[src/hdl/sac_pkg.sv]
// ----------------------------------------------------------------------------
// sac_pkg: shared types and constants for the sphere/box contact block
// widths of the fixed-point fields, pipeline payloads and step functions
// ----------------------------------------------------------------------------
`timescale 1ns / 1ps
`default_nettype none
package sac_pkg;

  localparam int COORD_W    = 24;
  localparam int HALF_W     = COORD_W - 1;
  localparam int EXT_W      = COORD_W + 1;
  localparam int SQR_W      = 2 * COORD_W;
  localparam int SUM_W      = SQR_W + 2;
  localparam int DSQ_W      = 2 * HALF_W;
  localparam int ROOT_W     = HALF_W;
  localparam int REM_W      = ROOT_W + 2;
  localparam int NFRAC      = 14;
  localparam int NORM_W     = 16;
  localparam int Q_W        = NFRAC + 1;
  localparam int EPS_W      = 12;
  localparam int DIV_STAGES = NFRAC;
  localparam int LATENCY    = 3 + ROOT_W + 1 + DIV_STAGES + 1;

  localparam logic [NORM_W-1:0] NORM_ONE = NORM_W'(1 << NFRAC);

  // register byte address
  localparam logic [2:0] ADDR_NORMAL_EPS = 3'd0;

  typedef logic [COORD_W-1:0] coord_t;
  typedef logic [HALF_W-1:0]  half_t;

  // beat between front and back
  typedef struct packed {
    logic                  hit;
    logic [DSQ_W-1:0]      dsq;
    logic [2:0][HALF_W-1:0] mag;
    logic [2:0]            dneg;
    logic [2:0][COORD_W-1:0] cp;
    logic [HALF_W-1:0]     r;
    logic                  neg;
  } item_t;

  // square root stage
  typedef struct packed {
    logic                  hit;
    logic [2:0][HALF_W-1:0] mag;
    logic [2:0]            dneg;
    logic [2:0][COORD_W-1:0] cp;
    logic [HALF_W-1:0]     r;
    logic                  neg;
    logic [DSQ_W-1:0]      rad;
    logic [REM_W-1:0]      rem;
    logic [ROOT_W-1:0]     root;
  } sq_t;

  // divide stage
  typedef struct packed {
    logic                  hit;
    logic [HALF_W-1:0]     depth;
    logic                  dflt;
    logic                  neg;
    logic [2:0]            dneg;
    logic [2:0][COORD_W-1:0] cp;
    logic [ROOT_W-1:0]     den;
    logic [2:0][ROOT_W-1:0] rem;
    logic [2:0][Q_W-1:0]   q;
  } dv_t;

  // one bit of the digit-by-digit square root
  function automatic sq_t sqrt_step(sq_t s);
    logic [REM_W+1:0] t;
    logic [REM_W+1:0] sub;
    sq_t              o;
    o   = s;
    t   = {s.rem, s.rad[DSQ_W-1 -: 2]};
    sub = {2'b00, s.root, 2'b01};
    if (t >= sub) begin
      o.rem  = REM_W'(t - sub);
      o.root = {s.root[ROOT_W-2:0], 1'b1};
    end else begin
      o.rem  = REM_W'(t);
      o.root = {s.root[ROOT_W-2:0], 1'b0};
    end
    o.rad = {s.rad[DSQ_W-3:0], 2'b00};
    return o;
  endfunction

  // one quotient bit of restoring division, result {bit, remainder}
  function automatic logic [ROOT_W:0] div_step(logic [ROOT_W-1:0] rem,
                                               logic [ROOT_W-1:0] den);
    logic [ROOT_W:0] t;
    logic [ROOT_W:0] dx;
    t  = {rem, 1'b0};
    dx = {1'b0, den};
    if (t >= dx) return {1'b1, ROOT_W'(t - dx)};
    else return {1'b0, t[ROOT_W-1:0]};
  endfunction

endpackage
`default_nettype wire

[src/hdl/sac_queue.sv]
// ----------------------------------------------------------------------------
// sac_queue: two-entry queue between front and back
// the back drains one beat per cycle whenever an entry is held
// ----------------------------------------------------------------------------
`timescale 1ns / 1ps
`default_nettype none
module sac_queue (
  input  wire logic            clk,
  input  wire logic            rst,
  input  wire logic            push,
  input  wire sac_pkg::item_t  din,
  output logic                 pop,
  output sac_pkg::item_t       dout,
  output logic                 full
);
  import sac_pkg::*;

  item_t       mem [2];
  logic        wp, rp;
  logic [1:0]  count;

  assign pop  = count != 2'd0;
  assign full = count == 2'd2;
  assign dout = mem[rp];

  // pointers and fill level
  always_ff @(posedge clk) begin
    if (rst) begin
      wp    <= 1'b0;
      rp    <= 1'b0;
      count <= 2'd0;
    end else begin
      if (push) wp <= ~wp;
      if (pop) rp <= ~rp;
      count <= count + {1'b0, push} - {1'b0, pop};
    end
  end

  // storage
  always_ff @(posedge clk) begin
    if (push) mem[wp] <= din;
  end
endmodule
`default_nettype wire

[config.mk]
export PLATFORM = sky130hd
export DESIGN_NAME = sac_queue
export DESIGN_NICKNAME = d
export VERILOG_FILES = /design/src/hdl/sac_pkg.sv /design/src/hdl/sac_queue.sv
export SDC_FILE = /design/constraint.sdc
export NUM_CORES = 1
export LEC_CHECK = 0
export BUFFER_PORTS_ARGS = -buffer_cell sky130_fd_sc_hd__buf_2
export CAP_MARGIN = 10
export CORE_ASPECT_RATIO = 1.4
export CORE_MARGIN = 2
export CORE_UTILIZATION = 37
export CTS_CLUSTER_SIZE = 24
export DETAILED_ROUTE_END_ITERATION = 16
export HOLD_SLACK_MARGIN = 0.08
export PLACE_DENSITY_LB_ADDON = 0.05
export SLEW_MARGIN = 20
export SYNTH_ARGS = -nofsm -noshare
export SYNTH_HDL_FRONTEND = slang
export SYNTH_SLANG_ARGS = --single-unit
export TNS_END_PERCENT = 10
[constraint.sdc]
create_clock -name clk -period 10.25 [get_ports clk]
set_input_delay 1.025 -clock clk [delete_from_list [all_inputs] [get_ports clk]]
set_output_delay 1.025 -clock clk [all_outputs]
set_load 0.01 [all_outputs]
==> results of run 1 <==
-- layer usage --
layer	up-vias	wire length, um	part of all wire [%]
met5	-	141	0.39
li1	3692	-	-
met3	81	3230	8.9
met2	284	19200	53
met1	3931	12700	35
met4	20	1080	3.0
-- cell usage after synthesis, drive strengths merged --
library cell	count	area [um2]
and2	1	6.26
a21bo	1	10.0
nor3	3	15.0
or2	1	6.26
mux2	215	2980
dfxtp	5	100
nor2	1	3.75
buf	24	233
xnor2	1	8.76
edfxtp	430	12900
a21oi	1	5.00
ha	1	12.5
nand3b	1	7.51
nor2b	4	25.0
o21a	1	7.51
-- flip-flops by register name, summed over array words and instances (netlist names), named ones only --
signal and count:
count 2, mem 430, rp 1, wp 1
-- kinds of logic (layout without fill, tap and decap cells) --
logic type,Yosys count,count (layout),synth area share (%)
AND/OR/NAND/NOR,11,11,0.391
XOR/XNOR,1,1,0.0536
flip-flops,435,435,79.7
buffers and inverters,24,516,1.42
other,0,5,0
multiplexers,215,215,18.3
AO/OA/AOI/OAI,3,3,0.138
adder cells (fa/ha/maj),1,1,0.0766
-- report_power, final --
part           switching (mW)  total, mW  internal (mW)  leakage, nW
combinational           0.209      0.406          0.196         3.14
clock                   0.640       1.56          0.922        0.681
sequential             0.0279       2.11           2.08         4.08
total                   0.877       4.07           3.20         7.90
-- worst min-delay path, delay by kind of cell (launching register included) --
| family | cells | cell delay [ps] |
|---|---|---|
| AOI/OAI and AO/OA | 1 | 130 |
| DFF | 1 | 330 |
| and+or+nand+nor | 1 | 40 |
-- final timing paths --
kind              cells past startpoint  slack (ps)  start           to
setup / recovery                      3        6220   flop     dout[48]
setup reg to reg                      3        7230     wp  mem[1][146]
hold / removal                        2         540     rp         flop
hold reg to reg                       2         540     rp         flop
-- per-stage QoR --
step                cells  util (%)  instance area (um2)  power [mW]  hold slack (ps)
finish               1745      46.7                20500        4.07              542
global route         1743      46.7                20500        4.23              587
CTS                  1740      46.6                20400        4.14              545
detailed placement   1665      43.5                19100        2.56              533
global placement     1665      43.5                19100        2.55              523
floorplan             690         -                16300        2.39              507
-- area by class of cell --
cell class	count	area share [%]
Clock inverter	16	0.850
Timing Repair Buffer	441	11.0
Antenna cell	5	0.0612
Clock buffer	59	5.91
Tap cell	558	3.41
Sequential cell	435	63.6
Multi-Input combinational cell	231	15.2
==> summary.md, run 1 <==
| Metric | Value |
|---|---|
| Syn nets | `909` |
| Synthesized area | `0.0163 mm2` |
| Die Area | `0.0459 mm2` |
| CTS root buf | `clkbuf_16` |
| Residual DRC | `0` |
| Slowest CP cell | `buf_4` |
| WP data required | `9230 ps` |
| Final hold vios | `0` |
| Synth Warn # | `0` |
| Distinct cell type count after synthesis | `17` |
| MaxCap Viol Count | `0` |
| Hold_buf cts | `0` |
| Initial antenna violation count | `16` |
| GP Congestion | `0.686` |
| Die height | `253 um` |
| Clock tree buffer depth | `3` |
| Gr busiest metal | `met2` |
| Pin count of the biggest net entering global routing | `159` |
| CP bufs+invs | `2` |
| CP Max Fanout | `55` |
| Avg Cell Area, Syn | `23.7 um2` |
| Sequential cell area | `0.0130 mm2` |
| Die Width | `182 um` |
| Clock Pin Slew Worst Setup and Hold Paths | `60 ps` |
| PwrDens | `199 mW/mm2` |
| Number of global-route vias before repair | `8470` |
| GR Util met2 | `27.6%` |
| RSZ-0062 raised after global routing | `false` |
| Setup WS pre-CTS | `6380 ps` |
| Wire per inst | `20.8 um` |
| # resized after CTS | `0` |
| #FFs+latches synth | `435` |
| Commonest non-fill, non-tap cell in the layout | `buf_2` |
| Initial DRC Count | `347` |
| Crit path DAT | `3010 ps` |
| CTS H-Tree Depth | `2` |
| CP Capture Type | `primary output` |
| Setup ws final | `6220 ps` |
| Boundary Pins | `435` |
| Final clock skew | `11.4 ps` |
| Setup Total Neg Slack | `0 ps` |
| Worst path cell trace | `buf_4, mux2_2, buf_2` |
| Most frequent cells in the layout | `buf_2 (434), edfxtp_1 (430), mux2_4 (150)` |
| Initial Util | `37.3%` |
| Worst hold path class | `reg2reg` |
| Clock Latency Late Sink | `540 ps` |
| Leak Pwr | `7.90 nW` |
| Slew HR | `29.6%` |
| GRT met1 Usage | `15.9%` |
| Vias after detailed routing | `8008` |
| First-pass iteration count of the detailed router | `4` |
| CP Class | `reg2out` |
| Layout fillers | `3852` |
| Core Area | `0.0438 mm2` |
| Fin crit share | `39.3%` |
| Via/cell ratio | `4.59` |
| Setup-failing EPs final | `0` |
| Clk sinks | `435` |
| Outcome | `finished, final reports clean` |
| CP peak stage delay | `920 ps` |
| Buffers on Ports | `434` |
| Kind of cell adding the most delay to the critical path | `buffers and inverters` |
| Post-Route WL | `36300 um` |
| Post-Synthesis Cells | `690` |
| Global-route wire length before repair | `51700 um` |
| # rows | `91` |
| Worst-Margin Slew | `1060 ps` |
| Slew Viols, Final | `0` |
| Critical Path Start Type | `flop` |
| Total CTS buffers | `44` |
| Multi-input gate area | `0.00310 mm2` |
| Congestion Overflow GR | `0` |
| Area growth from synthesis to layout | `25.2%` |
| Seq/Total Area, Yosys | `79.7%` |
| Post CTS Setup Buffer Count | `0` |
| Minimum clock period after layout | `4030 ps` |
| Share of cells above drive strength 1 | `60.9%` |
| ANT nets after route | `0` |
| Overall Global Routing Usage | `15.3%` |
| FMAX | `248 MHz` |
| Maximum vdd ir drop | `0.159 mV` |
| CTS tree | `done` |
| Met3 usage | `6.34%` |
| Fin nets | `1372` |
| DP HPWL | `24000 um` |
Note: power is estimated with default switching activity, not from simulation.
==> inputs of run 2 (changes only) <==
ABC_AREA = 1   (was not set)
clock period = 3.7 ns   (was 10.25 ns; I/O delays follow)
==> summary.md, run 2 <==
| Metric | Value |
|---|---|
| Outcome | `finished, final reports clean (unchanged)` |
| Fin nets | `2033 (was 1372)` |
| CP Class | `reg2out (unchanged)` |
| Overall Global Routing Usage | `15.9% (was 15.3%)` |
| Boundary Pins | `435 (unchanged)` |
| Leak Pwr | `9.23 nW (was 7.90 nW)` |
| Reg with most FFs | `mem (unchanged)` |
| ANT nets after route | `0 (unchanged)` |
| CP peak stage delay | `700 ps (was 920 ps)` |
| CTS H-Tree Depth | `2 (unchanged)` |
| Synth Warn # | `0 (unchanged)` |
| Worst-Margin Slew | `960 ps (was 1060 ps)` |
| Number of synthesized flops with an enable pin | `430 (unchanged)` |
| First-pass iteration count of the detailed router | `5 (was 4)` |
| Async SR Flop Fraction | `0% (unchanged)` |
| Maximum vdd ir drop | `0.366 mV (was 0.159 mV)` |
| Core Area | `0.0432 mm2 (was 0.0438 mm2)` |
| Ys flop type | `edfxtp_1 (unchanged)` |
| Slew Viols, Final | `0 (unchanged)` |
| Residual DRC | `0 (unchanged)` |
| MaxCap Viol Count | `0 (unchanged)` |
| Die height | `252 um (was 253 um)` |
| Final clock skew | `8.84 ps (was 11.4 ps)` |
| Worst hold path class | `in2reg (was reg2reg)` |
| Wire per inst | `15.5 um (was 20.8 um)` |
| Sequential cell area | `0.0130 mm2 (about the same)` |
| Share of cells above drive strength 1 | `27.8% (was 60.9%)` |
| Syn nets | `1372 (was 909)` |
| WP data required | `3330 ps (was 9230 ps)` |
| Clock Latency Late Sink | `540 ps (about the same)` |
| Clock Pin Slew Worst Setup and Hold Paths | `60 ps (about the same)` |
| Total CTS buffers | `43 (was 44)` |
| Clk sinks | `435 (unchanged)` |
| Critical Path Start Type | `flop (unchanged)` |
| Synthesized area | `0.0163 mm2 (about the same)` |
| Area growth from synthesis to layout | `38.2% (was 25.2%)` |
| Number of global-route vias before repair | `10300 (was 8470)` |
| Slowest CP cell | `dfxtp_4 (was buf_4)` |
| Commonest non-fill, non-tap cell in the layout | `buf_2 (unchanged)` |
| # resized after CTS | `0 (unchanged)` |
| Initial DRC Count | `624 (was 347)` |
| CTS root buf | `clkbuf_16 (unchanged)` |
| CP Capture Type | `primary output (unchanged)` |
| Global-route wire length before repair | `56200 um (was 51700 um)` |
| Seq/Total Area, Yosys | `80.0% (was 79.7%)` |
| Worst path cell trace | `buf_12, o21ai_0, buf_2 (was buf_4, mux2_2, buf_2)` |
| Post-synth top cells | `edfxtp_1 (430), inv_1 (222), nand2_1 (219), o21ai_0 (146), o21ai_1 (69) (was edfxtp_1 (430), mux2_4 (150), mux2_2 (65), buf_6 (18), buf_2 (6))` |
| Kind of cell adding the most delay to the critical path | `flip-flops (was buffers and inverters)` |
| Multi-input gate area | `0.00199 mm2 (was 0.00310 mm2)` |
| Slew HR | `36.0% (was 29.6%)` |
| Setup-failing EPs final | `0 (unchanged)` |
| DP HPWL | `24300 um (was 24000 um)` |
| Setup WS pre-CTS | `1570 ps (was 6380 ps)` |
| Via/cell ratio | `4.39 (was 4.59)` |
| Ranking of synthesized cells by area | `edfxtp_1 (79%), inv_1 (5.1%), nand2_1 (5.1%) (was edfxtp_1 (79%), mux2_4 (14%), mux2_2 (4.5%))` |
| Final hold vios | `0 (unchanged)` |
| PwrDens | `501 mW/mm2 (was 199 mW/mm2)` |
| Die Area | `0.0457 mm2 (was 0.0459 mm2)` |
| Clock tree buffer depth | `3 (unchanged)` |
| Biggest registers after layout | `mem: 430 flops, count: 2 flops (unchanged)` |
| Post-DP Area | `0.0189 mm2 (was 0.0191 mm2)` |
| Count leader, synth | `edfxtp_1 (unchanged)` |
| Crit path DAT | `2170 ps (was 3010 ps)` |
| Yosys top cell area share | `79.4% (was 79.0%)` |
| Congestion Overflow GR | `0 (unchanged)` |
| RSZ-0062 raised after global routing | `false (unchanged)` |
| GP Congestion | `0.763 (was 0.686)` |
| Layout fillers | `3819 (was 3852)` |
| Die Width | `181 um (was 182 um)` |
| Initial Util | `37.6% (was 37.3%)` |
| FMAX | `394 MHz` |
| Avg Cell Area, Syn | `14.1 um2 (was 23.7 um2)` |
| Final instance area | `0.0225 mm2 (was 0.0205 mm2)` |
| Area leader, netlist | `edfxtp_1 (unchanged)` |
| Fin crit share | `68.7%` |
| Vias after detailed routing | `10500 (was 8008)` |
| CP Max Fanout | `110 (was 55)` |
| Initial antenna violation count | `6 (was 16)` |
| CP bufs+invs | `2 (unchanged)` |
| Minimum clock period after layout | `2540 ps` |
| Distinct cell type count after synthesis | `15 (was 17)` |
| Largest register FFs | `430 (unchanged)` |
| # rows | `90 (was 91)` |
| CTS tree | `done (unchanged)` |
| Most frequent cells in the layout | `buf_2 (434), edfxtp_1 (430), inv_1 (220) (was buf_2 (434), edfxtp_1 (430), mux2_4 (150))` |
| Post-Route WL | `37100 um (was 36300 um)` |
| Pin count of the biggest net entering global routing | `135 (was 159)` |
| Buffers on Ports | `434 (unchanged)` |
| Setup ws final | `1160 ps (was 6220 ps)` |
| #FFs+latches synth | `435 (unchanged)` |
| Post-Synthesis Cells | `1153 (was 690)` |
-- run 2: cell types whose count changed after synthesis, moves of 65 or more --
cell	delta
nand2_1	+219
o21ai_0	+146
inv_1	+222
mux2_2	-65
o21ai_1	+69
mux2_4	-150
-- run 2: layer usage --
metal	track usage (%)	part of all wire [%]	vias up
li1	-	-	5227
met1	20.2	41	4864
met4	5.18	2.5	8
met2	26.1	48	351
met3	4.87	8.1	77
met5	0	0.15	-
-- run 2: power breakdown --
group / total (mW) / internal [mW] / switching, mW
registers: 5.78 / 5.71 / 0.0656
logic: 1.16 / 0.496 / 0.662
clock network: 4.33 / 2.56 / 1.77
-- run 2: cell type report --
type	count	share of cell area [%]
Sequential cell	435	57.9
Timing Repair Buffer	664	20.2
Multi-Input combinational cell	448	8.84
Clock buffer	54	5.16
Inverter	222	3.78
Tap cell	552	3.07
Clock inverter	23	1.04
Antenna cell	2	0.0223
-- run 2: worst reg2reg max path, stage by stage, from the launching register on --
cell and delay (ps):
dfxtp_2 370, nand2_8 70, clkinvlp_4 580, buf_12 470
-- run 2: repair_timing --
item,4_1_cts,5_1_grt
hold endpoints to repair,432,0
setup endpoints to repair,0,0
hold buffers,216,0
setup buffers,0,0
-- run 2: per-stage QoR --
stage               power, mW  setup TNS, ps  util (%)  hold slack (ps)  instances
floorplan                6.39        -126350         -              441       1153
global placement         6.85              0      43.8              503       2105
detailed placement       6.87              0      43.8              513       2105
CTS                      11.4              0      52.0              200       2398
global route             11.7              0      52.0              217       2400
finish                   11.3              0      52.0              231       2400
-- run 2: cell families after synthesis --
logic type | count (synthesis) | share of synthesized area (%)
DFF | 435 | 80.0
buffers and inverters | 270 | 7.94
and+or+nand+nor | 231 | 5.35
AOI/OAI and AO/OA | 216 | 6.65
adders and majority gates | 1 | 0.0769
-- run 2: final timing paths --
path | end | from | depth (start not counted) | slack, ps
setup / recovery | dout[65] | flop | 3 | 1160
hold / removal | wp | push | 3 | 230
setup reg to reg | mem[1][163] | wp | 3 | 1840
hold reg to reg | flop | rp | 3 | 530
==> inputs of run 3 (changes only) <==
clock period = 2.25 ns   (was 3.7 ns; I/O delays follow)
==> summary.md, run 3 (synthesis results as in run 2) <==
| Metric | Value |
|---|---|
| Outcome | `finished, final reports clean (unchanged)` |
| CTS root buf | `clkbuf_16 (unchanged)` |
| # resized after CTS | `0 (unchanged)` |
| Clock tree buffer depth | `3 (unchanged)` |
| Die Area | `0.0457 mm2 (unchanged)` |
| Multi-input gate area | `0.00197 mm2 (was 0.00199 mm2)` |
| RSZ-0062 raised after global routing | `false (unchanged)` |
| Pin count of the biggest net entering global routing | `101 (was 135)` |
| CP Capture Type | `primary output (unchanged)` |
| Psw | `4.21 mW (was 2.50 mW)` |
| Setup-failing EPs final | `0 (unchanged)` |
| Global-route wire length before repair | `56700 um (was 56200 um)` |
| Via/cell ratio | `4.33 (was 4.39)` |
| Crit path DAT | `1850 ps (was 2170 ps)` |
| Vias after detailed routing | `10400 (was 10500)` |
| Initial DRC Count | `529 (was 624)` |
| Overall Global Routing Usage | `15.9% (about the same)` |
| Area growth from synthesis to layout | `39.2% (was 38.2%)` |
| Terminus of the critical flop-to-flop path | `count[0] (was mem[1][163])` |
| Biggest registers after layout | `mem: 430 flops, count: 2 flops (unchanged)` |
| Clk pwr share | `39.6% (was 38.5%)` |
| Setup ws final | `170 ps (was 1160 ps)` |
| Core Area | `0.0432 mm2 (unchanged)` |
| GP Congestion | `0.743 (was 0.763)` |
| CTS H-Tree Depth | `2 (unchanged)` |
| Clock Pin Slew Worst Setup and Hold Paths | `60 ps (about the same)` |
| Length of routed met3 wiring | `3460 um (was 3010 um)` |
| # rows | `90 (unchanged)` |
| Initial antenna violation count | `6 (unchanged)` |
| Commonest non-fill, non-tap cell in the layout | `buf_2 (unchanged)` |
| Reg with most FFs | `mem (unchanged)` |
| Die height | `252 um (unchanged)` |
| Number of global-route vias before repair | `10500 (was 10300)` |
| ANT nets after route | `0 (unchanged)` |
| Fin util | `52.4% (was 52.0%)` |
| Clk sinks | `435 (unchanged)` |
| Sequential cell area | `0.0130 mm2 (unchanged)` |
| Final clock skew | `11.4 ps (was 8.84 ps)` |
| Maximum vdd ir drop | `0.540 mV (was 0.366 mV)` |
| Total CTS buffers | `45 (was 43)` |
| Worst hold path class | `in2reg (unchanged)` |
| Worst-Margin Slew | `619 ps (was 960 ps)` |
| R2R setup slack | `740 ps (was 1840 ps)` |
| Slew HR | `58.7% (was 36.0%)` |
| Leak Pwr | `9.31 nW (was 9.23 nW)` |
| MaxCap Viol Count | `0 (unchanged)` |
| Residual DRC | `0 (unchanged)` |
| Congestion Overflow GR | `0 (unchanged)` |
| Critical Path Start Type | `flop (unchanged)` |
| DP HPWL | `24200 um (was 24300 um)` |
| Initial Util | `37.6% (unchanged)` |
| Crit path to | `dout[108] (was dout[65])` |
| Wire per inst | `15.5 um (about the same)` |
| CP Class | `reg2out (unchanged)` |
| Minimum clock period after layout | `2080 ps` |
| Reg2reg path depth | `6 (was 3)` |
| Sw Share | `22.3% (was 22.2%)` |
| Fin crit share | `92.4%` |
| WP data required | `2030 ps (was 3330 ps)` |
| Hold Path Depth | `2 (was 3)` |
| Layout fillers | `3843 (was 3819)` |
| Clock Latency Late Sink | `540 ps (about the same)` |
| Internal | `14.7 mW (was 8.77 mW)` |
| Share of cells above drive strength 1 | `28.1% (was 27.8%)` |
| Fin nets | `2039 (was 2033)` |
| WL met2 | `18300 um (was 17700 um)` |
| First-pass iteration count of the detailed router | `4 (was 5)` |
| CP Max Fanout | `51 (was 110)` |
| FMAX | `481 MHz` |
| Slew Viols, Final | `0 (unchanged)` |
| Seq pwr share | `50.2% (was 51.3%)` |
| Top Layer Used | `met5 (unchanged)` |
| Post-Route WL | `37400 um (was 37100 um)` |
| Post CTS Setup Buffer Count | `0 (unchanged)` |
| Logic pwr share | `10.2% (was 10.3%)` |
| Final hold vios | `0 (unchanged)` |
| RR Startpoint | `count[1] (was wp)` |
| Most frequent cells in the layout | `buf_2 (434), edfxtp_1 (430), inv_1 (221) (was buf_2 (434), edfxtp_1 (430), inv_1 (220))` |
| Boundary Pins | `435 (unchanged)` |
| PwrDens | `835 mW/mm2 (was 501 mW/mm2)` |
| Setup WS pre-CTS | `706 ps (was 1570 ps)` |
| Die Width | `181 um (unchanged)` |
| Buffers on Ports | `434 (unchanged)` |
| CTS tree | `done (unchanged)` |
| Largest register FFs | `430 (unchanged)` |
| Metal-1 WL | `14600 um (was 15400 um)` |
run 3: cell types whose count changed in the layout (fill, tap and decap cells not counted), sizes merged:
cell	previous run	this run
dlygate4sd3	216	218
diode	2	4
clkinvlp	3	4
clkinv	16	18
buf	448	450
clkbuf	54	52
bufinv	5	7
run 3: metal layers:
metal / vias up / GRT usage, %
li1: 5224 / -
met1: 4807 / 18.5
met2: 336 / 27.2
met3: 65 / 5.78
met4: 4 / 5.46
met5: - / 0
run 3: repair_timing:
item | 4_1_cts | 5_1_grt
hold endpoints to repair | 435 | 0
hold buffers | 218 | 0
endpoints found under the setup margin | 0 | 0
run 3: power groups by stage:
| stage | sequential, mW | clock [mW] | combinational, mW |
|---|---|---|---|
| CTS | 9.49 | 7.72 | 1.98 |
| detailed placement | 9.66 | 0 | 1.66 |
| global route | 9.52 | 7.99 | 2.14 |
| floorplan | 9.68 | 0 | 0.832 |
| global placement | 9.65 | 0 | 1.64 |
| finish | 9.48 | 7.48 | 1.94 |
run 3: cell type report:
cell class                      instances  area share (%)
Antenna cell                            4          0.0442
Clock buffer                           52            5.09
Clock inverter                         28            1.44
Inverter                              222            3.70
Multi-Input combinational cell        448            8.71
Sequential cell                       435            57.5
Tap cell                              552            3.05
Timing Repair Buffer                  668            20.5
run 3: how the worst min path moves through the flow:
stage	slack (ps)	end	startpoint
floorplan	300	count[0]	rst
global placement	410	mem[0][25]	din[25]
detailed placement	420	mem[0][59]	din[59]
CTS	370	mem[0][43]	din[43]
global route	380	mem[0][34]	din[34]
finish	400	mem[1][19]	din[19]
run 3: through the flow:
stage / setup TNS [ps] / hold WS [ps] / cell area [um2] / cells / power (mW)
2_1_floorplan: -734990 / 296 / 16300 / 1153 / 10.5
3_3_place_gp: 0 / 413 / 19000 / 2107 / 11.3
3_5_place_dp: 0 / 416 / 19000 / 2107 / 11.3
4_1_cts: 0 / 366 / 22600 / 2405 / 19.2
5_1_grt: 0 / 381 / 22600 / 2408 / 19.7
6_report: 0 / 399 / 22600 / 2409 / 18.9
run 3: worst max-delay path, cell delays in order (launching register included):
cell and delay, ps:
dfxtp_4 510, buf_12 210, buf_12 210, nand2_1 60, o21ai_0 90, buf_2 180
